**config.mk**
```make
export PLATFORM = sky130hd
export DESIGN_NAME = mouse_chord_middle_button_emulator_top_flat
export DESIGN_NICKNAME = d
export VERILOG_FILES = /design/src/hdl/mce_pkg.sv /design/src/hdl/mce_in_if.sv /design/src/hdl/mce_out_if.sv /design/src/hdl/mce_cfg_regs.sv /design/src/hdl/mce_in_stage.sv /design/src/hdl/mce_core.sv /design/src/hdl/mce_out_fifo.sv /design/src/hdl/mouse_chord_middle_button_emulator_top.sv /design/src/flat_wrapper.sv
export SDC_FILE = /design/constraint.sdc
export NUM_CORES = 1
export LEC_CHECK = 0
export BUFFER_PORTS_ARGS = -buffer_cell sky130_fd_sc_hd__buf_2
export CAP_MARGIN = 0
export CORE_MARGIN = 2
export CORE_UTILIZATION = 50
export CTS_CLUSTER_DIAMETER = 50
export CTS_CLUSTER_SIZE = 14
export DETAILED_ROUTE_END_ITERATION = 16
export PLACE_DENSITY = 0.68
export SLEW_MARGIN = 20
export SYNTH_ARGS = -nofsm -noshare
export SYNTH_HDL_FRONTEND = slang
export SYNTH_SLANG_ARGS = --single-unit
```
**constraint.sdc**
```tcl
create_clock -name clk -period 9.5 [get_ports clk]
set_input_delay 1.425 -clock clk [delete_from_list [all_inputs] [get_ports clk]]
set_output_delay 1.425 -clock clk [all_outputs]
set_load 0.05 [all_outputs]
```
**src/hdl/mce_pkg.sv**
```systemverilog
package mce_pkg;

  // Result queue depth; it must hold at least the two results of one event
  localparam int unsigned OUT_DEPTH = 4;

  localparam int unsigned CFG_IDX_W  = 2;
  localparam int unsigned CFG_DATA_W = 16;

  typedef enum logic [CFG_IDX_W-1:0] {
    CFG_CHORD_TICKS = 2'd0,
    CFG_SKEW_X      = 2'd1,
    CFG_SKEW_Y      = 2'd2
  } cfg_idx_t;

  localparam logic [15:0] CHORD_TICKS_RST = 16'd250;
  localparam logic [14:0] SKEW_X_RST      = 15'd2;
  localparam logic [14:0] SKEW_Y_RST      = 15'd2;

  typedef enum logic [2:0] {
    OP_LEFT_DOWN   = 3'd0,
    OP_LEFT_UP     = 3'd1,
    OP_RIGHT_DOWN  = 3'd2,
    OP_RIGHT_UP    = 3'd3,
    OP_MIDDLE_DOWN = 3'd4,
    OP_MIDDLE_UP   = 3'd5,
    OP_MOVE        = 3'd6,
    OP_TICK        = 3'd7
  } op_t;

  typedef enum logic [1:0] {
    KIND_PRESS   = 2'd0,
    KIND_RELEASE = 2'd1,
    KIND_MOTION  = 2'd2
  } kind_t;

  typedef enum logic [1:0] {
    BTN_NONE   = 2'd0,
    BTN_LEFT   = 2'd1,
    BTN_MIDDLE = 2'd2,
    BTN_RIGHT  = 2'd3
  } btn_t;

  typedef struct packed {
    logic [15:0] chord_ticks;
    logic [14:0] skew_x;
    logic [14:0] skew_y;
  } cfg_t;

  typedef struct packed {
    op_t                operation;
    logic signed [15:0] pointer_x;
    logic signed [15:0] pointer_y;
    logic [31:0]        event_time;
    logic [2:0]         modifier_keys;
  } item_t;

  typedef struct packed {
    kind_t              event_kind;
    btn_t               button_number;
    logic signed [15:0] out_x;
    logic signed [15:0] out_y;
    logic [31:0]        out_time;
    logic [2:0]         out_modifiers;
    logic               last_of_run;
  } res_t;

  // Results of one event handed from the decision logic to the queue
  typedef struct packed {
    logic [1:0] cnt;
    res_t       res0;
    res_t       res1;
  } push_t;

  // Input stage control
  typedef struct packed {
    logic  valid;
    item_t item;
  } stage_t;

endpackage

```
**src/hdl/mce_in_if.sv**
```systemverilog
interface mce_in_if;
  logic               valid;
  logic               ready;
  logic [2:0]         operation;
  logic signed [15:0] pointer_x;
  logic signed [15:0] pointer_y;
  logic [31:0]        event_time;
  logic [2:0]         modifier_keys;

  modport source (
    output valid, operation, pointer_x, pointer_y, event_time, modifier_keys,
    input  ready
  );
  modport sink (
    input  valid, operation, pointer_x, pointer_y, event_time, modifier_keys,
    output ready
  );
endinterface

```
**src/hdl/mce_out_if.sv**
```systemverilog
interface mce_out_if;
  logic               valid;
  logic               ready;
  logic [1:0]         event_kind;
  logic [1:0]         button_number;
  logic signed [15:0] out_x;
  logic signed [15:0] out_y;
  logic [31:0]        out_time;
  logic [2:0]         out_modifiers;
  logic               last_of_run;

  modport source (
    output valid, event_kind, button_number, out_x, out_y, out_time, out_modifiers,
           last_of_run,
    input  ready
  );
  modport sink (
    input  valid, event_kind, button_number, out_x, out_y, out_time, out_modifiers,
           last_of_run,
    output ready
  );
endinterface

```
**src/hdl/mce_cfg_regs.sv**
```systemverilog
module mce_cfg_regs (
  input  logic                              clk,
  input  logic                              rst_n,
  input  logic                              we,
  input  logic [mce_pkg::CFG_IDX_W-1:0]     index,
  input  logic [mce_pkg::CFG_DATA_W-1:0]    wdata,
  output mce_pkg::cfg_t                     cfg
);

  mce_pkg::cfg_t cfg_r;

  always_ff @(posedge clk) begin
    if (!rst_n) begin
      cfg_r.chord_ticks <= mce_pkg::CHORD_TICKS_RST;
      cfg_r.skew_x      <= mce_pkg::SKEW_X_RST;
      cfg_r.skew_y      <= mce_pkg::SKEW_Y_RST;
    end else if (we) begin
      case (mce_pkg::cfg_idx_t'(index))
        mce_pkg::CFG_CHORD_TICKS: cfg_r.chord_ticks <= wdata;
        mce_pkg::CFG_SKEW_X:      cfg_r.skew_x      <= wdata[14:0];
        mce_pkg::CFG_SKEW_Y:      cfg_r.skew_y      <= wdata[14:0];
        default: ;
      endcase
    end
  end

  assign cfg = cfg_r;

endmodule

```
**src/hdl/mce_in_stage.sv**
```systemverilog
module mce_in_stage (
  input  logic             clk,
  input  logic             rst_n,
  input  logic             in_valid,
  output logic             in_ready,
  input  mce_pkg::item_t   in_item,
  input  logic             advance,
  output mce_pkg::stage_t  stage
);

  logic           valid_r;
  mce_pkg::item_t item_r;
  logic           load;

  assign in_ready = !valid_r || advance;
  assign load     = in_valid && in_ready;

  always_ff @(posedge clk) begin
    if (!rst_n) begin
      valid_r <= 1'b0;
    end else if (load) begin
      valid_r <= 1'b1;
    end else if (advance) begin
      valid_r <= 1'b0;
    end
  end

  always_ff @(posedge clk) begin
    if (load) begin
      item_r <= in_item;
    end
  end

  assign stage.valid = valid_r;
  assign stage.item  = item_r;

endmodule

```
**src/hdl/mce_core.sv**
```systemverilog
module mce_core (
  input  logic             clk,
  input  logic             rst_n,
  input  mce_pkg::cfg_t    cfg,
  input  mce_pkg::stage_t  stage,
  input  logic             advance,
  output mce_pkg::push_t   push
);

  logic               await_left_r,  await_left_nxt;
  logic               await_right_r, await_right_nxt;
  logic               chord_r,       chord_nxt;
  logic               skip_left_r,   skip_left_nxt;
  logic               skip_right_r,  skip_right_nxt;
  logic signed [15:0] held_x_r,      held_x_nxt;
  logic signed [15:0] held_y_r,      held_y_nxt;
  logic [31:0]        held_time_r,   held_time_nxt;
  logic [15:0]        countdown_r,   countdown_nxt;

  mce_pkg::item_t     it;
  logic signed [16:0] dx, dy;
  logic [16:0]        adx, ady;
  logic               near;
  logic               is_left;
  logic               await_me, await_other, skip_me;
  mce_pkg::btn_t      me_btn, other_btn;
  mce_pkg::push_t     p;

  function automatic mce_pkg::res_t mk_res(mce_pkg::kind_t k, mce_pkg::btn_t b,
                                           logic signed [15:0] x, logic signed [15:0] y,
                                           logic [31:0] t, logic [2:0] m);
    mce_pkg::res_t r;
    r.event_kind    = k;
    r.button_number = b;
    r.out_x         = x;
    r.out_y         = y;
    r.out_time      = t;
    r.out_modifiers = m;
    r.last_of_run   = 1'b0;
    return r;
  endfunction

  assign it = stage.item;

  // Distance from the held press point
  always_comb begin
    dx   = {held_x_r[15], held_x_r} - {it.pointer_x[15], it.pointer_x};
    dy   = {held_y_r[15], held_y_r} - {it.pointer_y[15], it.pointer_y};
    adx  = dx[16] ? 17'(-dx) : 17'(dx);
    ady  = dy[16] ? 17'(-dy) : 17'(dy);
    near = (adx < {2'b00, cfg.skew_x}) && (ady < {2'b00, cfg.skew_y});
  end

  always_comb begin
    is_left     = (it.operation == mce_pkg::OP_LEFT_DOWN) ||
                  (it.operation == mce_pkg::OP_LEFT_UP);
    await_me    = is_left ? await_left_r  : await_right_r;
    await_other = is_left ? await_right_r : await_left_r;
    skip_me     = is_left ? skip_left_r   : skip_right_r;
    me_btn      = is_left ? mce_pkg::BTN_LEFT  : mce_pkg::BTN_RIGHT;
    other_btn   = is_left ? mce_pkg::BTN_RIGHT : mce_pkg::BTN_LEFT;
  end

  always_comb begin
    await_left_nxt  = await_left_r;
    await_right_nxt = await_right_r;
    chord_nxt       = chord_r;
    skip_left_nxt   = skip_left_r;
    skip_right_nxt  = skip_right_r;
    held_x_nxt      = held_x_r;
    held_y_nxt      = held_y_r;
    held_time_nxt   = held_time_r;
    countdown_nxt   = countdown_r;
    p.cnt  = 2'd0;
    p.res0 = mk_res(mce_pkg::KIND_MOTION, mce_pkg::BTN_NONE, it.pointer_x, it.pointer_y,
                    it.event_time, it.modifier_keys);
    p.res1 = p.res0;

    case (it.operation)
      mce_pkg::OP_LEFT_DOWN, mce_pkg::OP_RIGHT_DOWN: begin
        held_time_nxt = it.event_time;
        if (await_me) begin
          // second press: chord, or two separate presses
          countdown_nxt   = '0;
          await_left_nxt  = 1'b0;
          await_right_nxt = 1'b0;
          if (near) begin
            chord_nxt = 1'b1;
            p.cnt  = 2'd1;
            p.res0 = mk_res(mce_pkg::KIND_PRESS, mce_pkg::BTN_MIDDLE, it.pointer_x,
                            it.pointer_y, it.event_time, it.modifier_keys);
          end else begin
            p.cnt  = 2'd2;
            p.res0 = mk_res(mce_pkg::KIND_PRESS, other_btn, held_x_r, held_y_r,
                            held_time_r, it.modifier_keys);
            p.res1 = mk_res(mce_pkg::KIND_PRESS, me_btn, it.pointer_x, it.pointer_y,
                            it.event_time, it.modifier_keys);
          end
        end else begin
          countdown_nxt = (cfg.chord_ticks != '0) ? cfg.chord_ticks : 16'd1;
          if (is_left) await_right_nxt = 1'b1;
          else         await_left_nxt  = 1'b1;
          held_x_nxt = it.pointer_x;
          held_y_nxt = it.pointer_y;
        end
      end
      mce_pkg::OP_LEFT_UP, mce_pkg::OP_RIGHT_UP: begin
        held_time_nxt = it.event_time;
        countdown_nxt = '0;
        if (is_left) await_left_nxt  = 1'b0;
        else         await_right_nxt = 1'b0;
        if (skip_me) begin
          if (is_left) skip_left_nxt  = 1'b0;
          else         skip_right_nxt = 1'b0;
        end else if (chord_r) begin
          chord_nxt = 1'b0;
          if (is_left) skip_right_nxt = 1'b1;
          else         skip_left_nxt  = 1'b1;
          p.cnt  = 2'd1;
          p.res0 = mk_res(mce_pkg::KIND_RELEASE, mce_pkg::BTN_MIDDLE, it.pointer_x,
                          it.pointer_y, it.event_time, it.modifier_keys);
        end else if (await_other) begin
          if (is_left) await_right_nxt = 1'b0;
          else         await_left_nxt  = 1'b0;
          p.cnt  = 2'd2;
          p.res0 = mk_res(mce_pkg::KIND_PRESS, me_btn, it.pointer_x, it.pointer_y,
                          it.event_time, it.modifier_keys);
          p.res1 = mk_res(mce_pkg::KIND_RELEASE, me_btn, it.pointer_x, it.pointer_y,
                          it.event_time, it.modifier_keys);
        end else begin
          p.cnt  = 2'd1;
          p.res0 = mk_res(mce_pkg::KIND_RELEASE, me_btn, it.pointer_x, it.pointer_y,
                          it.event_time, it.modifier_keys);
        end
      end
      mce_pkg::OP_MIDDLE_DOWN: begin
        p.cnt  = 2'd1;
        p.res0 = mk_res(mce_pkg::KIND_PRESS, mce_pkg::BTN_MIDDLE, it.pointer_x,
                        it.pointer_y, it.event_time, it.modifier_keys);
      end
      mce_pkg::OP_MIDDLE_UP: begin
        p.cnt  = 2'd1;
        p.res0 = mk_res(mce_pkg::KIND_RELEASE, mce_pkg::BTN_MIDDLE, it.pointer_x,
                        it.pointer_y, it.event_time, it.modifier_keys);
      end
      mce_pkg::OP_MOVE: begin
        p.cnt = 2'd1;
        if ((await_left_r || await_right_r) && !near) begin
          // flush the held press, then the motion
          countdown_nxt = '0;
          p.cnt = 2'd2;
          p.res1 = p.res0;
          if (await_left_r) begin
            await_left_nxt = 1'b0;
            p.res0 = mk_res(mce_pkg::KIND_PRESS, mce_pkg::BTN_RIGHT, held_x_r, held_y_r,
                            held_time_r, it.modifier_keys);
          end else begin
            await_right_nxt = 1'b0;
            p.res0 = mk_res(mce_pkg::KIND_PRESS, mce_pkg::BTN_LEFT, held_x_r, held_y_r,
                            held_time_r, it.modifier_keys);
          end
        end
      end
      mce_pkg::OP_TICK: begin
        if (countdown_r != '0) begin
          countdown_nxt = countdown_r - 16'd1;
          if (countdown_r == 16'd1) begin
            if (await_left_r) begin
              await_left_nxt = 1'b0;
              p.cnt  = 2'd1;
              p.res0 = mk_res(mce_pkg::KIND_PRESS, mce_pkg::BTN_RIGHT, held_x_r, held_y_r,
                              held_time_r, it.modifier_keys);
            end else if (await_right_r) begin
              await_right_nxt = 1'b0;
              p.cnt  = 2'd1;
              p.res0 = mk_res(mce_pkg::KIND_PRESS, mce_pkg::BTN_LEFT, held_x_r, held_y_r,
                              held_time_r, it.modifier_keys);
            end
          end
        end
      end
      default: ;
    endcase

    p.res0.last_of_run = (p.cnt == 2'd1);
    p.res1.last_of_run = 1'b1;
  end

  always_ff @(posedge clk) begin
    if (!rst_n) begin
      await_left_r  <= 1'b0;
      await_right_r <= 1'b0;
      chord_r       <= 1'b0;
      skip_left_r   <= 1'b0;
      skip_right_r  <= 1'b0;
      held_x_r      <= '0;
      held_y_r      <= '0;
      held_time_r   <= '0;
      countdown_r   <= '0;
    end else if (stage.valid && advance) begin
      await_left_r  <= await_left_nxt;
      await_right_r <= await_right_nxt;
      chord_r       <= chord_nxt;
      skip_left_r   <= skip_left_nxt;
      skip_right_r  <= skip_right_nxt;
      held_x_r      <= held_x_nxt;
      held_y_r      <= held_y_nxt;
      held_time_r   <= held_time_nxt;
      countdown_r   <= countdown_nxt;
    end
  end

  always_comb begin
    push     = p;
    push.cnt = (stage.valid && advance) ? p.cnt : 2'd0;
  end

endmodule

```
**src/hdl/mce_out_fifo.sv**
```systemverilog
module mce_out_fifo #(
  parameter int unsigned DEPTH = mce_pkg::OUT_DEPTH
) (
  input  logic            clk,
  input  logic            rst_n,
  input  mce_pkg::push_t  push,
  output logic            advance,
  output logic            out_valid,
  input  logic            out_ready,
  output mce_pkg::res_t   out_res
);

  localparam int unsigned PTR_W = (DEPTH > 1) ? $clog2(DEPTH) : 1;
  localparam int unsigned CNT_W = $clog2(DEPTH + 1);

  mce_pkg::res_t mem [DEPTH];

  logic [PTR_W-1:0] wr_ptr_r, wr_ptr_nxt;
  logic [PTR_W-1:0] rd_ptr_r, rd_ptr_nxt;
  logic [CNT_W-1:0] count_r,  count_nxt;
  logic [PTR_W-1:0] wr_ptr_1;
  logic             pop;

  function automatic logic [PTR_W-1:0] inc_ptr(logic [PTR_W-1:0] ptr);
    return (ptr == PTR_W'(DEPTH - 1)) ? '0 : ptr + PTR_W'(1);
  endfunction

  // Room for the largest burst of one event
  assign advance   = (count_r <= CNT_W'(DEPTH - 2));
  assign out_valid = (count_r != '0);
  assign pop       = out_valid && out_ready;
  assign out_res   = mem[rd_ptr_r];
  assign wr_ptr_1  = inc_ptr(wr_ptr_r);

  always_comb begin
    rd_ptr_nxt = pop ? inc_ptr(rd_ptr_r) : rd_ptr_r;
    case (push.cnt)
      2'd1:    wr_ptr_nxt = wr_ptr_1;
      2'd2:    wr_ptr_nxt = inc_ptr(wr_ptr_1);
      default: wr_ptr_nxt = wr_ptr_r;
    endcase
    count_nxt = count_r + CNT_W'(push.cnt) - CNT_W'(pop);
  end

  always_ff @(posedge clk) begin
    if (!rst_n) begin
      wr_ptr_r <= '0;
      rd_ptr_r <= '0;
      count_r  <= '0;
    end else begin
      wr_ptr_r <= wr_ptr_nxt;
      rd_ptr_r <= rd_ptr_nxt;
      count_r  <= count_nxt;
    end
  end

  always_ff @(posedge clk) begin
    if (push.cnt != 2'd0) begin
      mem[wr_ptr_r] <= push.res0;
    end
    if (push.cnt == 2'd2) begin
      mem[wr_ptr_1] <= push.res1;
    end
  end

endmodule

```
**src/hdl/mouse_chord_middle_button_emulator_top.sv**
```systemverilog
// Three-button mouse emulation: a left and right press that arrive within the chord time
// (chord_ticks timer ticks) and closer than skew_x/skew_y to each other come out as one
// middle press; releasing either button then reports a middle release and the other
// button's release is dropped. A single held press is flushed as a real press when the
// countdown expires or the pointer moves outside the skew window. One event transaction
// is taken every clock cycle while the result queue has room for two results; each event
// produces zero, one or two result transactions, and results leave at one per cycle
// while the receiver is ready, so the two results of an event leave one after the other.
// An accepted event is held in the input register, and the combinational decision logic
// writes its results into the result queue (OUT_DEPTH entries) as the event leaves it.
// Input ready drops only when that queue cannot take another two results. Configuration
// writes take effect on the next cycle and belong between bursts of events.
module mouse_chord_middle_button_emulator_top #(
  parameter int unsigned OUT_DEPTH = mce_pkg::OUT_DEPTH
) (
  input  logic                           clk,
  input  logic                           rst_n,
  mce_in_if.sink                         in_evt,
  mce_out_if.source                      out_evt,
  input  logic                           cfg_we,
  input  logic [mce_pkg::CFG_IDX_W-1:0]  cfg_index,
  input  logic [mce_pkg::CFG_DATA_W-1:0] cfg_wdata
);

  mce_pkg::cfg_t   cfg;
  mce_pkg::item_t  in_item;
  mce_pkg::stage_t stage;
  mce_pkg::push_t  push;
  mce_pkg::res_t   out_res;
  logic            advance;

  // Register file for chord time and skew window
  mce_cfg_regs u_cfg (
    .clk   (clk),
    .rst_n (rst_n),
    .we    (cfg_we),
    .index (cfg_index),
    .wdata (cfg_wdata),
    .cfg   (cfg)
  );

  // Pack the incoming event
  assign in_item.operation     = mce_pkg::op_t'(in_evt.operation);
  assign in_item.pointer_x     = in_evt.pointer_x;
  assign in_item.pointer_y     = in_evt.pointer_y;
  assign in_item.event_time    = in_evt.event_time;
  assign in_item.modifier_keys = in_evt.modifier_keys;

  // Input register; holds an event while the result queue is too full
  mce_in_stage u_stage (
    .clk      (clk),
    .rst_n    (rst_n),
    .in_valid (in_evt.valid),
    .in_ready (in_evt.ready),
    .in_item  (in_item),
    .advance  (advance),
    .stage    (stage)
  );

  // Chord state and result selection
  mce_core u_core (
    .clk     (clk),
    .rst_n   (rst_n),
    .cfg     (cfg),
    .stage   (stage),
    .advance (advance),
    .push    (push)
  );

  // Result queue; advance means room for two results
  mce_out_fifo #(
    .DEPTH (OUT_DEPTH)
  ) u_fifo (
    .clk       (clk),
    .rst_n     (rst_n),
    .push      (push),
    .advance   (advance),
    .out_valid (out_evt.valid),
    .out_ready (out_evt.ready),
    .out_res   (out_res)
  );

  assign out_evt.event_kind    = out_res.event_kind;
  assign out_evt.button_number = out_res.button_number;
  assign out_evt.out_x         = out_res.out_x;
  assign out_evt.out_y         = out_res.out_y;
  assign out_evt.out_time      = out_res.out_time;
  assign out_evt.out_modifiers = out_res.out_modifiers;
  assign out_evt.last_of_run   = out_res.last_of_run;

  // Results are pushed only for an event that leaves the input register
  a_push_needs_stage: assert property (@(posedge clk) disable iff (!rst_n)
    (push.cnt != 2'd0) |-> (stage.valid && advance))
    else $error("results pushed without an event leaving the input register");

  // Middle button events and ticks never produce two results
  a_two_only_for_lr_move: assert property (@(posedge clk) disable iff (!rst_n)
    (push.cnt == 2'd2) |-> (stage.item.operation != mce_pkg::OP_MIDDLE_DOWN &&
                            stage.item.operation != mce_pkg::OP_MIDDLE_UP &&
                            stage.item.operation != mce_pkg::OP_TICK))
    else $error("two results from a middle button event or tick");

  // Exactly one result of a burst carries the last-of-run mark
  a_last_mark: assert property (@(posedge clk) disable iff (!rst_n)
    (push.cnt == 2'd2) |-> (!push.res0.last_of_run && push.res1.last_of_run))
    else $error("last-of-run mark misplaced in a two-result burst");

  // A stalled input side means an event is waiting in the input register
  a_stall_has_event: assert property (@(posedge clk) disable iff (!rst_n)
    !in_evt.ready |-> stage.valid)
    else $error("input stalled with an empty input register");

  // An accepted event is in the input register on the next cycle
  a_accept_loads: assert property (@(posedge clk) disable iff (!rst_n)
    (in_evt.valid && in_evt.ready) |=> stage.valid)
    else $error("accepted event did not reach the input register");

endmodule

```
**src/flat_wrapper.sv**
```systemverilog
// flat-port wrapper written by rule: the top's interface ports become plain ports
module mouse_chord_middle_button_emulator_top_flat 
#(
  parameter int unsigned OUT_DEPTH = mce_pkg::OUT_DEPTH
)
  (clk, rst_n, cfg_we, cfg_index, cfg_wdata, in_evt_valid, in_evt_operation, in_evt_pointer_x, in_evt_pointer_y, in_evt_event_time, in_evt_modifier_keys, in_evt_ready, out_evt_valid, out_evt_event_kind, out_evt_button_number, out_evt_out_x, out_evt_out_y, out_evt_out_time, out_evt_out_modifiers, out_evt_last_of_run, out_evt_ready);
  mce_in_if in_evt_i ();
  mce_out_if out_evt_i ();
  input  logic clk;
  input  logic rst_n;
  input  logic cfg_we;
  input  logic [mce_pkg::CFG_IDX_W-1:0] cfg_index;
  input  logic [mce_pkg::CFG_DATA_W-1:0] cfg_wdata;
  input wire logic [$bits(in_evt_i.valid)-1:0] in_evt_valid;
  input wire logic [$bits(in_evt_i.operation)-1:0] in_evt_operation;
  input wire logic [$bits(in_evt_i.pointer_x)-1:0] in_evt_pointer_x;
  input wire logic [$bits(in_evt_i.pointer_y)-1:0] in_evt_pointer_y;
  input wire logic [$bits(in_evt_i.event_time)-1:0] in_evt_event_time;
  input wire logic [$bits(in_evt_i.modifier_keys)-1:0] in_evt_modifier_keys;
  output wire logic [$bits(in_evt_i.ready)-1:0] in_evt_ready;
  output wire logic [$bits(out_evt_i.valid)-1:0] out_evt_valid;
  output wire logic [$bits(out_evt_i.event_kind)-1:0] out_evt_event_kind;
  output wire logic [$bits(out_evt_i.button_number)-1:0] out_evt_button_number;
  output wire logic [$bits(out_evt_i.out_x)-1:0] out_evt_out_x;
  output wire logic [$bits(out_evt_i.out_y)-1:0] out_evt_out_y;
  output wire logic [$bits(out_evt_i.out_time)-1:0] out_evt_out_time;
  output wire logic [$bits(out_evt_i.out_modifiers)-1:0] out_evt_out_modifiers;
  output wire logic [$bits(out_evt_i.last_of_run)-1:0] out_evt_last_of_run;
  input wire logic [$bits(out_evt_i.ready)-1:0] out_evt_ready;
  assign in_evt_i.valid = in_evt_valid;
  assign in_evt_i.operation = in_evt_operation;
  assign in_evt_i.pointer_x = in_evt_pointer_x;
  assign in_evt_i.pointer_y = in_evt_pointer_y;
  assign in_evt_i.event_time = in_evt_event_time;
  assign in_evt_i.modifier_keys = in_evt_modifier_keys;
  assign in_evt_ready = in_evt_i.ready;
  assign out_evt_valid = out_evt_i.valid;
  assign out_evt_event_kind = out_evt_i.event_kind;
  assign out_evt_button_number = out_evt_i.button_number;
  assign out_evt_out_x = out_evt_i.out_x;
  assign out_evt_out_y = out_evt_i.out_y;
  assign out_evt_out_time = out_evt_i.out_time;
  assign out_evt_out_modifiers = out_evt_i.out_modifiers;
  assign out_evt_last_of_run = out_evt_i.last_of_run;
  assign out_evt_i.ready = out_evt_ready;
  mouse_chord_middle_button_emulator_top #(.OUT_DEPTH(OUT_DEPTH)) u_core (.clk(clk), .rst_n(rst_n), .in_evt(in_evt_i), .out_evt(out_evt_i), .cfg_we(cfg_we), .cfg_index(cfg_index), .cfg_wdata(cfg_wdata));
endmodule
```
==> results by group, run 1 <==
Run status
  – Outcome: complete, no violations

Clocking
  – Clk root buf: clkbuf_16
  – Clock Latency Late Sink: 0.61 ns
  – # hold bufs at CTS: 0
  – CTS sink count: 499
  – CTS tree: yes
  – Cts repair resizes: 0
  – CTS Buf Count: 52
  – Max Root-Sink Buffers: 3
  – Post-CTS setup buffer count: 0
  – CTS clk-pin slew, worst paths: 0.06 ns
  – H-tree Lvls: 2

Yosys
  – Synth Register Bits: 499
  – Syn nets: 2307
  – Post-Synth XOR/XNOR Area: 1.73%
  – Combinational family with the most area after synthesis: compound AO/OA/AOI/OAI gates
  – Async SR Flop Fraction: 0%
  – Synth Area per Inst: 11.8 sq um
  – Post-synthesis instance total: 2134
  – Post-Synth Adder-Cell Area: 4.05%
  – Register area share after synthesis: 53.5%
  – Post-synthesis mux area share: 6.93%
  – Main synth FF type: edfxtp_1
  – Post-synth EDFFs: 354
  – Cell Area, Synth: 25300 sq um
  – Synthesis warning total: 0
  – Post-Synth Simple-Gate Area: 10.2%
  – Netlist cell types: 87
  – Area fraction in compound gates after synthesis: 19.7%

Place
  – Placed cell count: 2859
  – Placed inst area: 26600 sq um
  – Hpwl dp: 39500 microns
  – Pre-CTS WS: 1.43 ns
  – Port bufs: 166
  – Gpl congestion: 0.860

Drt
  – DRT iter0 DRCs: 1327
  – Via density: 6.02
  – DR pass1 iterations: 5
  – DRC: 0
  – DRT antenna net count: 0
  – Final WL: 64400 microns
  – Avg WL per Cell: 21.8 microns
  – Via count: 17.8k

Setup path
  – Crit path to: u_core.u_fifo.mem[1][26]$_DFFE_PP_
  – Required time of the critical path: 9.98 ns
  – Arrival @ worst endpoint: 8.62 ns
  – CP startpoint kind: flop
  – Critical Path Start: u_core.u_stage.stage[42]$_DFFE_PP_
  – Crit path kind: flop to flop
  – Reg-to-reg endpoint: u_core.u_fifo.mem[1][26]$_DFFE_PP_
  – Reg2reg setup slack: 1.36 ns
  – Reg2Reg Launch Point: u_core.u_stage.stage[42]$_DFFE_PP_
  – CP Max Fanout: 43
  – Register-to-Register Path Depth: 26
  – CP Capture Type: flop

GRT
  – Pin count of the biggest net entering global routing: 107
  – Gr ovfl total: 0
  – GR Layer Usage met2: 40.0%
  – All-Layer GR Usage: 24.3%
  – Global-route wire length before repair: 99400 microns
  – Initial antenna violation count: 3
  – Number of global-route vias before repair: 17.6k
  – GRT Max-Usage Layer: met2
  – Grt met3 use: 4.33%
  – GR Util met1: 32.7%

Power and ir drop
  – Sw frac: 33.0%
  – Power per cell area: 219 nW/um^2
  – NetSw: 2.05 mW
  – Clock power frac: 33.0%
  – Combinational Power Share: 24.7%
  – Maximum vdd drop: 0.000135 V
  – Sequential share of power: 42.3%
  – Pint: 4.15 mW
  – Static Leak: 10.4 nW
  – Total power: 6.20 mW

Timing
  – Slew @ Worst Pin: 1.06 ns
  – Tcrit/Tclk final: 85.7%
  – Fmax: 0.123 GHz
  – Clock Skews: 0.0233 ns
  – Final hold violation count: 0
  – RSZ-0062 raised after global routing: no
  – Setup tns final: 0 ns
  – PnR worst setup slack: 1.36 ns
  – Fin. max-slew vios: 0
  – Final setup violation count: 0
  – Hold slack: 0.467 ns
  – Slew headroom: 28.6%
  – Minimum clock period: 8.14 ns

Final layout
  – N_diodes: 0
  – Most common cell after layout, fill and taps aside: edfxtp_1
  – Most frequent cells in the layout: 354 x edfxtp_1, 315 x nand2_1, 263 x a22o_1
  – Final-stage net count: 2414
  – Final instance area: 28300 sq um
  – Post-route non-filler standard cell count: 2955
  – Final core occ: 56.5%
  – Share of layout cells above drive strength 1: 17.0%
  – Area growth, synth to finish: 12.0%

Worst hold path
  – Hold/Removal Path Class: flop to flop

Floorplan
  – Ports: 167
  – Core area: 50100 sq um
  – Chip Height: 229 microns
  – Initial Utilization: 50.5%
  – Site Rows: 82
  – Die X-Extent: 229 microns
  – Die area: 52400 sq um

Flow run
  – Max-cap viol count: 0
-- routing by layer --
layer / up-vias / share of wire (%)
li1: 8347 / -
met1: 8767 / 43
met2: 572 / 48
met3: 105 / 6.4
met4: 2 / 2.7
met5: - / 0.016
-- cell type report --
type / count / area, sq um
clock buffer: 67 / 1430
clock inverter: 29 / 303
fill: 4268 / 21800
inverter: 89 / 334
multi-input combinational: 1412 / 10900
sequential: 499 / 13500
tap: 672 / 841
timing repair buffer: 187 / 1000
-- worst min-delay path by stage --
stage | start | endpoint | slack (ns) | depth (start not counted)
6_report | u_core.u_cfg.cfg[20]$_SDFFE_PN0P_ | u_core.u_cfg.cfg[20]$_SDFFE_PN0P_ | 0.47 | 2
5_1_grt | u_core.u_cfg.cfg[22]$_SDFFE_PN0P_ | u_core.u_cfg.cfg[22]$_SDFFE_PN0P_ | 0.49 | 2
4_1_cts | u_core.u_cfg.cfg[24]$_SDFFE_PN0P_ | u_core.u_cfg.cfg[24]$_SDFFE_PN0P_ | 0.47 | 2
3_5_place_dp | u_core.u_fifo.mem[0][0]$_SDFFE_PP1N_ | u_core.u_fifo.mem[0][0]$_SDFFE_PP1N_ | 0.46 | 2
3_3_place_gp | u_core.u_cfg.cfg[20]$_SDFFE_PN0P_ | u_core.u_cfg.cfg[20]$_SDFFE_PN0P_ | 0.46 | 2
2_1_floorplan | u_core.u_fifo.mem[2][0]$_SDFFE_PP1N_ | u_core.u_fifo.mem[2][0]$_SDFFE_PP1N_ | 0.43 | 2
-- registers in the layout, summed over array words and instances, names as in the netlist, 3 cells and up, named ones only --
| register | count |
|---|---|
| u_core.u_fifo.mem | 288 |
| u_core.u_stage.stage | 70 |
| u_core.u_cfg.cfg | 46 |
| u_core.u_core.held_time_r | 32 |
| u_core.u_core.countdown_r | 16 |
| u_core.u_core.held_x_r | 16 |
| u_core.u_core.held_y_r | 16 |
| u_core.u_fifo.count_r | 3 |
-- critical path, cell delays in order (launching register included) --
cell       delay [ns]
edfxtp_1         0.46
inv_1            0.07
ha_1             0.39
a21o_1           0.25
or3_1            0.39
o211a_1          0.23
o21ai_1          0.18
a21oi_1          0.12
o41ai_2          0.92
nand2_1          0.15
xnor2_1          0.22
ha_1             0.27
a21o_1           0.18
a221oi_1         0.32
a21oi_1          0.12
o2111ai_1        0.20
a21oi_1          0.15
a211oi_1         0.22
and4_1           0.41
a22o_1           0.48
a21oi_1          0.17
ha_1             0.33
nand2_1          0.30
nand2b_1         0.16
a21oi_4          0.75
buf_12           0.36
a22o_1           0.19
-- power by group through the flow --
stage | Combinational (mW) | Clock, mW | Sequential (mW)
final | 1.53 | 2.04 | 2.62
after floorplan | 1.23 | 0 | 2.59
after CTS | 1.54 | 2.08 | 2.62
after detailed placement | 1.54 | 0 | 2.67
after global placement | 1.52 | 0 | 2.66
after global routing | 1.65 | 2.17 | 2.65
-- cell usage after synthesis, drive strengths merged, types with 8 or more instances --
master | n | area [sq um]
mux2i | 12 | 120
a21boi | 109 | 818
a21o | 9 | 67.6
o21ai | 66 | 330
clkbuf | 81 | 304
nor3 | 23 | 120
edfxtp | 354 | 10600
o22ai | 10 | 62.6
a22o | 263 | 2300
o31ai | 10 | 95.1
o211ai | 8 | 60.1
xnor2 | 32 | 280
nand2 | 319 | 1200
nor4 | 8 | 50.1
or3 | 11 | 68.8
nand2b | 17 | 106
or2 | 11 | 68.8
inv | 89 | 334
xor2 | 18 | 158
dfxtp | 145 | 2900
nand3 | 30 | 150
a211oi | 8 | 60.1
nor2b | 12 | 75.1
o21a | 15 | 113
buf | 53 | 332
a21oi | 64 | 365
and2 | 31 | 194
nor2 | 58 | 218
mux4 | 72 | 1620
ha | 77 | 963
-- logic make-up (layout without fill, tap and decap cells) --
family / after synthesis / count (layout)
flip-flops: 499 / 499
buffers and inverters: 223 / 372
multiplexers: 85 / 85
adder cells (fa/ha/maj): 80 / 80
AO/OA/AOI/OAI: 638 / 638
XOR/XNOR: 50 / 50
AND/OR/NAND/NOR: 559 / 559
Power figures use the tool's default switching activity.
==> inputs of run 2 (changes only) <==
--- a/config.mk
+++ b/config.mk
@@ -13,6 +13,7 @@
 export CTS_CLUSTER_SIZE = 14
 export DETAILED_ROUTE_END_ITERATION = 16
 export PLACE_DENSITY = 0.68
+export RECOVER_POWER = 50
 export SLEW_MARGIN = 20
 export SYNTH_ARGS = -nofsm -noshare
 export SYNTH_HDL_FRONTEND = slang
==> run 2 against run 1 <==
Compared with the run above:
- the flow now finishes with violations (max-capacitance violations, max-slew violations)
- combinational power hardly changed
- register-to-register slack worse by 0.35 ns
- sequential share of layout area is 0.23 points higher
- clock skew is 0.00053 ns lower
- hold slack better by 0.00082 ns
- sequential cell count stayed put
- total power is 0.20% lower
- worst setup slack worse by 0.35 ns
- critical path depth is 2 lower
- core utilization is 0.28 points lower
- die area stayed put
- clock power hardly changed
==> results by group, run 2 (synthesis results as in run 1) <==
Final layout
  – Register area: 13500 sq um (about the same)
  – Final instance area: 28200 sq um (-0.50%)
  – N_diodes: 0 (unchanged)
  – Final-stage net count: 2414 (unchanged)
  – Most frequent cells in the layout: 354 x edfxtp_1, 315 x nand2_1, 263 x a22o_1
  – Biggest register: u_core.u_fifo.mem
  – Post-route non-filler standard cell count: 2955 (unchanged)
  – Max FFs per register: 288 (unchanged)
  – Multi-input gate area: 10800 sq um (-0.18%)
  – Fillers: 4307 (+0.91%)
  – Share of layout cells above drive strength 1: 13.1% (-4.0 points)
  – Most common cell after layout, fill and taps aside: edfxtp_1
  – Area growth, synth to finish: 11.4%

Setup path
  – CP top delay family: compound AO/OA/AOI/OAI gates
  – CP Max Fanout: 54 (+26%)
  – Worst path bufs/invs: 2 (unchanged)
  – CP Capture Type: flop
  – Crit path kind: flop to flop
  – CP max stage cell: nand2_2
  – Reg2reg setup slack: 1.01 ns (-0.35 ns)
  – Crit-path cells: inv_1, ha_1, a21o_1, or3_1, o211a_1, o21ai_0, a21oi_1, o41ai_2, nand2_1, xnor2_1, ha_1, a21o_1, a221oi_1, a21oi_1, o2111ai_1, a21oi_1, a211oi_1, and4_1, a31oi_1, or3_1, ha_1, nand2b_1, nand2_2, buf_4
  – CP startpoint kind: flop
  – Delay of the slowest critical-path stage: 1.14 ns (+0.22 ns)
  – Required time of the critical path: 9.78 ns (-0.20 ns)
  – Arrival @ worst endpoint: 8.77 ns (+0.15 ns)

Place
  – Hpwl dp: 39500 microns (unchanged)
  – Placed inst area: 26600 sq um (unchanged)
  – Placed cell count: 2859 (unchanged)
  – Port bufs: 166 (unchanged)
  – Gpl congestion: 0.860 (unchanged)
  – Pre-CTS WS: 1.43 ns (unchanged)

Drt
  – Avg WL per Cell: 21.8 microns (+0.20%)
  – DR pass1 iterations: 5 (unchanged)
  – Via count: 17.7k (-0.28%)
  – Final WL: 64500 microns (+0.20%)
  – DRC: 0 (unchanged)
  – DRT iter0 DRCs: 1324 (-0.23%)
  – Via density: 6.00 (-0.28%)
  – DRT antenna net count: 0 (unchanged)

Clocking
  – CTS tree: yes
  – # hold bufs at CTS: 0 (unchanged)
  – Post-CTS setup buffer count: 0 (unchanged)
  – Clock Latency Late Sink: 0.62 ns (about the same)
  – Cts repair resizes: 0 (unchanged)
  – CTS sink count: 499 (unchanged)
  – Clk root buf: clkbuf_16
  – CTS Buf Count: 52 (unchanged)
  – H-tree Lvls: 2 (unchanged)
  – Max Root-Sink Buffers: 3 (unchanged)
  – CTS clk-pin slew, worst paths: 0.06 ns (about the same)

GRT
  – Gr ovfl total: 0 (unchanged)
  – Number of global-route vias before repair: 17.6k (unchanged)
  – Global-route wire length before repair: 99400 microns (unchanged)
  – All-Layer GR Usage: 24.3% (unchanged)
  – Initial antenna violation count: 3 (unchanged)
  – Pin count of the biggest net entering global routing: 107 (unchanged)

Floorplan
  – Initial Utilization: 50.5% (unchanged)
  – Ports: 167 (unchanged)
  – Chip Height: 229 microns (unchanged)
  – Core area: 50100 sq um (unchanged)
  – Die X-Extent: 229 microns (unchanged)
  – Die area: 52400 sq um (unchanged)
  – Site Rows: 82 (unchanged)

Timing
  – Fmax: 0.118 GHz (-4.1%)
  – Slew headroom: -173% (-200 points)
  – Clock Skews: 0.0228 ns (-0.000530 ns)
  – Final hold violation count: 0 (unchanged)
  – PnR worst setup slack: 1.01 ns (-0.349 ns)
  – Setup tns final: 0 ns (unchanged)
  – Hold slack: 0.468 ns (+0.000815 ns)
  – Tcrit/Tclk final: 89.4% (+3.7 points)
  – Slew @ Worst Pin: 4.09 ns (+3.03 ns)
  – Fin. max-slew vios: 391 (+391)
  – Minimum clock period: 8.49 ns (+0.349 ns)
  – Final setup violation count: 0 (unchanged)
  – RSZ-0062 raised after global routing: no

Flow run
  – Max-cap viol count: 9 (+9)

Power and ir drop
  – Maximum vdd drop: 0.000135 V (+0.23%)
  – Pint: 4.14 mW (-0.38%)
  – Sw frac: 33.1% (+0.12 points)
  – Power per cell area: 220 nW/um^2 (+0.31%)
  – Sequential share of power: 42.4% (about the same)
  – Clock power frac: 33.0% (about the same)
  – Static Leak: 10.1 nW (-2.4%)
  – Combinational Power Share: 24.5% (-0.2 points)
  – NetSw: 2.05 mW (+0.17%)

Worst hold path
  – Hold/Removal Path Class: flop to flop

Run status
  – Failing checks: max-capacitance violations, max-slew violations
  – Outcome: finished with violations
==> run 2: per-stage QoR <==
step                      utilization, %  total power [mW]
final                               56.3              6.19
after global routing                56.3              6.45
after CTS                           56.5              6.25
after detailed placement            53.1              4.21
after global placement              53.1              4.18
after floorplan                        -              3.82
==> run 2: per-layer routing <==
metal / up-vias / part of all wire (%) / track usage [%]
met3: 99 / 6.2 / 4.33
met5: - / 0.016 / 0
li1: 8348 / - / -
met4: 2 / 2.4 / 7.69
met1: 8741 / 43 / 32.7
met2: 554 / 48 / 40.0
==> run 2: path summary, 6_finish.rpt <==
kind | start | endpoint | depth (start not counted)
setup reg to reg | u_core.u_stage.stage[42]$_DFFE_PP_ | u_core.u_fifo.mem[1][43]$_DFFE_PP_ | 24
hold reg to reg | u_core.u_cfg.cfg[20]$_SDFFE_PN0P_ | u_core.u_cfg.cfg[20]$_SDFFE_PN0P_ | 2
hold / removal | u_core.u_cfg.cfg[20]$_SDFFE_PN0P_ | u_core.u_cfg.cfg[20]$_SDFFE_PN0P_ | 2
setup / recovery | u_core.u_stage.stage[42]$_DFFE_PP_ | u_core.u_fifo.mem[1][43]$_DFFE_PP_ | 24
==> run 2: power by group through the flow <==
stage / Sequential, mW / Clock, mW / Combinational [mW]
after floorplan: 2.59 / 0 / 1.23
after global placement: 2.66 / 0 / 1.52
after detailed placement: 2.67 / 0 / 1.54
after CTS: 2.62 / 2.08 / 1.54
after global routing: 2.65 / 2.17 / 1.64
final: 2.63 / 2.05 / 1.52
==> run 2: area by class of cell <==
cell class,count,share of cell area (%)
clock buffer,67,5.07
clock inverter,29,1.08
inverter,89,1.19
multi-input combinational,1412,38.5
sequential,499,48.1
tap,672,2.99
timing repair buffer,187,3.14
==> run 2: worst min-delay path, cell delays in order, from the launching register on <==
cell      delay [ns]
dfxtp_1         0.31
nand2_1         0.05
a21boi_0        0.06
==> inputs of run 3 (changes only) <==
--- a/config.mk
+++ b/config.mk
@@ -7,12 +7,14 @@
 export LEC_CHECK = 0
 export BUFFER_PORTS_ARGS = -buffer_cell sky130_fd_sc_hd__buf_2
 export CAP_MARGIN = 0
+export CELL_PAD_IN_SITES_DETAIL_PLACEMENT = 2
+export CELL_PAD_IN_SITES_GLOBAL_PLACEMENT = 2
 export CORE_MARGIN = 2
-export CORE_UTILIZATION = 50
+export CORE_UTILIZATION = 42
 export CTS_CLUSTER_DIAMETER = 50
 export CTS_CLUSTER_SIZE = 14
 export DETAILED_ROUTE_END_ITERATION = 16
-export PLACE_DENSITY = 0.68
+export PLACE_DENSITY_LB_ADDON = 0.1
 export RECOVER_POWER = 50
 export SLEW_MARGIN = 20
 export SYNTH_ARGS = -nofsm -noshare
==> run 3 against run 2 <==
Compared with the run above:
- the run still ends with max-capacitance violations, max-slew violations left
- register-to-register slack better by 0.11 ns
- clock power grew 30%
- cell count is 4.2% higher
- critical path type unchanged
==> results by group, run 3 (synthesis results as in run 1) <==
Drt
  – DRC: 0 (unchanged)
  – Uppermost layer routed: met4
  – Via density: 6.07 (+1.2%)
  – Via count: 18.7k (+5.4%)
  – Final WL: 83700 microns (+30%)
  – DR pass1 iterations: 4 (-1)
  – Met3 routed WL: 3390 microns (-16%)
  – DRT antenna net count: 0 (unchanged)
  – Routed met2 length: 42500 microns (+37%)
  – Metal-1 WL: 35700 microns (+28%)
  – DRT iter0 DRCs: 1082 (-18%)
  – Avg WL per Cell: 27.2 microns (+24%)

Setup path
  – Worst path bufs/invs: 2 (unchanged)
  – CP max stage cell: nand2_2
  – Register-to-Register Path Depth: 24 (unchanged)
  – CP most frequent cell: a21oi_1
  – CP Depth: 24 (unchanged)
  – CP Max Fanout: 50 (-7.4%)
  – Arrival @ worst endpoint: 8.63 ns (-0.14 ns)
  – CP startpoint kind: flop
  – Required time of the critical path: 9.74 ns (-0.04 ns)
  – Delay of the slowest critical-path stage: 1.13 ns (about the same)
  – Crit path kind: flop to flop
  – Crit-path cells: inv_1, ha_1, a21o_1, or3_1, o211a_1, o21ai_1, a21oi_1, o41ai_4, o21ai_0, ha_1, a21boi_0, o21a_1, o2111ai_1, a21oi_1, o2111ai_1, a21oi_1, a211oi_1, and4_1, a22o_1, a21oi_1, ha_1, nand2_1, nand2_2, buf_4
  – Reg2Reg Launch Point: u_core.u_stage.stage[42]$_DFFE_PP_
  – Reg-to-reg endpoint: u_core.u_fifo.mem[1][43]$_DFFE_PP_
  – CP top delay family: compound AO/OA/AOI/OAI gates
  – Reg2reg setup slack: 1.11 ns (+0.11 ns)
  – CP Capture Type: flop

Power and ir drop
  – Maximum vdd drop: 0.000151 V (+12%)
  – Power per cell area: 239 nW/um^2 (+8.6%)
  – Static Leak: 10.4 nW (+3.0%)

Worst hold path
  – Hold Path End: u_core.u_cfg.cfg[13]$_SDFFE_PN0P_
  – Hold/Removal Path Class: flop to flop
  – Hold path depth: 2 (unchanged)
  – Worst hold path startpoint: u_core.u_cfg.cfg[13]$_SDFFE_PN0P_

Clocking
  – CTS tree: yes
  – CTS sink count: 499 (unchanged)
  – Cts repair resizes: 0 (unchanged)
  – Clock Latency Late Sink: 0.62 ns (about the same)
  – Post-CTS setup buffer count: 0 (unchanged)
  – CTS clk-pin slew, worst paths: 0.06 ns (about the same)
  – Clk root buf: clkbuf_16
  – Max Root-Sink Buffers: 3 (unchanged)
  – # hold bufs at CTS: 0 (unchanged)
  – H-tree Lvls: 3 (+1)
  – CTS Buf Count: 66 (+27%)

Floorplan
  – Ports: 167 (unchanged)
  – Chip Height: 249 microns (+8.9%)
  – Site Rows: 89 (+8.5%)
  – Die area: 62200 sq um (+19%)
  – Core area: 59200 sq um (+18%)
  – Initial Utilization: 42.7% (-7.8 points)
  – Die X-Extent: 249 microns (+8.9%)

GRT
  – Global-route wire length before repair: 130000 microns (+30%)
  – Pin count of the biggest net entering global routing: 88 (-18%)
  – Number of global-route vias before repair: 20.8k (+18%)
  – All-Layer GR Usage: 27.1% (+2.9 points)
  – Initial antenna violation count: 0 (-3)
  – Gr ovfl total: 0 (unchanged)

Timing
  – Setup tns final: 0 ns (unchanged)
  – Slew @ Worst Pin: 3.52 ns (-0.572 ns)
  – RSZ-0062 raised after global routing: no
  – Fmax: 0.119 GHz (+1.3%)
  – Clock Skews: 0.0378 ns (+0.0150 ns)
  – Fin. max-slew vios: 356 (-9.0%)
  – Hold slack: 0.472 ns (+0.00388 ns)
  – Minimum clock period: 8.39 ns (-0.109 ns)
  – Final setup violation count: 0 (unchanged)
  – Slew headroom: -135% (+38 points)
  – Tcrit/Tclk final: 88.3% (-1.1 points)
  – Final hold violation count: 0 (unchanged)

Final layout
  – N_diodes: 0 (unchanged)
  – Fillers: 5882 (+37%)
  – Biggest register: u_core.u_fifo.mem
  – Most frequent cells in the layout: 354 x edfxtp_1, 314 x nand2_1, 263 x a22o_1
  – Area growth, synth to finish: 14.4%
  – Share of layout cells above drive strength 1: 14.1% (+1.1 points)
  – Final core occ: 48.8% (-7.4 points)
  – Final-stage net count: 2430 (+0.66%)
  – Max FFs per register: 288 (unchanged)
  – Most common cell after layout, fill and taps aside: edfxtp_1
  – Post-route non-filler standard cell count: 3080 (+4.2%)

Place
  – Gpl congestion: 0.809 (-6.0%)
  – Port bufs: 166 (unchanged)
  – Hpwl dp: 53500 microns (+35%)
  – Placed cell count: 2961 (+3.6%)

Run status
  – Failing checks: max-capacitance violations, max-slew violations
  – Outcome: finished with violations

Flow run
  – Max-cap viol count: 9 (unchanged)
-- run 3: cell types whose count changed in the layout (fill, tap and decap cells not counted), moves of 2 or more --
| cell | delta |
|---|---|
| clkbuf_16 | +14 |
| bufinv_16 | +7 |
| inv_8 | +5 |
| and2_0 | +3 |
| and2_1 | -3 |
| clkbuf_1 | -3 |
| clkbuf_8 | -3 |
| clkinv_8 | +3 |
| clkinvlp_4 | -3 |
| nand2_2 | +3 |
| clkinv_1 | +2 |
| clkinv_2 | +2 |
| nand2_4 | -2 |
-- run 3: report_power, final --
| part | internal [mW] | switching [mW] | leakage [nW] |
|---|---|---|---|
| Combinational | 0.524 | 1.09 | 4.62 |
| Clock | 1.59 | 1.07 | 1.13 |
| Sequential | 2.48 | 0.155 | 4.70 |
-- run 3: worst max path at each step --
stage	slack (ns)	startpoint	endpoint
2_1_floorplan	2.01	u_core.u_stage.stage[42]$_DFFE_PP_	u_core.u_fifo.mem[1][1]$_DFFE_PP_
3_3_place_gp	1.46	u_core.u_stage.stage[42]$_DFFE_PP_	u_core.u_fifo.mem[0][30]$_DFFE_PP_
3_5_place_dp	1.19	u_core.u_stage.stage[42]$_DFFE_PP_	u_core.u_fifo.mem[0][59]$_DFFE_PP_
4_1_cts	1.14	u_core.u_stage.stage[42]$_DFFE_PP_	u_core.u_fifo.mem[0][59]$_DFFE_PP_
5_1_grt	0.46	u_core.u_stage.stage[36]$_DFFE_PP_	u_core.u_fifo.mem[1][43]$_DFFE_PP_
6_report	1.11	u_core.u_stage.stage[42]$_DFFE_PP_	u_core.u_fifo.mem[1][43]$_DFFE_PP_
-- run 3: metrics by stage --
step	worst slack (ns)	instance area [sq um]	total power, mW
finish	1.11	28900	6.90
global route	0.462	28900	7.18
CTS	1.14	29000	6.99
detailed placement	1.19	26700	4.31
global placement	1.46	26700	4.24
floorplan	2.01	25300	3.82
-- run 3: layout make-up --
class                           instances  area (sq um)  area share, %
Clock buffer                           74          1720           5.96
Clock inverter                         44           597           2.06
Inverter                               89           334           1.16
Multi-Input combinational cell       1412         10900           37.5
Sequential cell                       499         13500           46.8
Tap cell                              773           967           3.34
Timing Repair Buffer                  189           908           3.14
-- run 3: tightest hold or removal path, delay by kind of cell, from the launching register on --
family / cells / cell delay (ns)
AOI/OAI and AO/OA: 1 / 0.06
DFF: 1 / 0.31
and+or+nand+nor: 1 / 0.05
-- run 3: metal layers --
| metal | vias up | GRT usage, % |
|---|---|---|
| met3 | 129 | 3.68 |
| met2 | 455 | 47.6 |
| li1 | 8370 | - |
| met5 | - | 0 |
| met4 | 0 | 8.47 |
| met1 | 9756 | 34.6 |
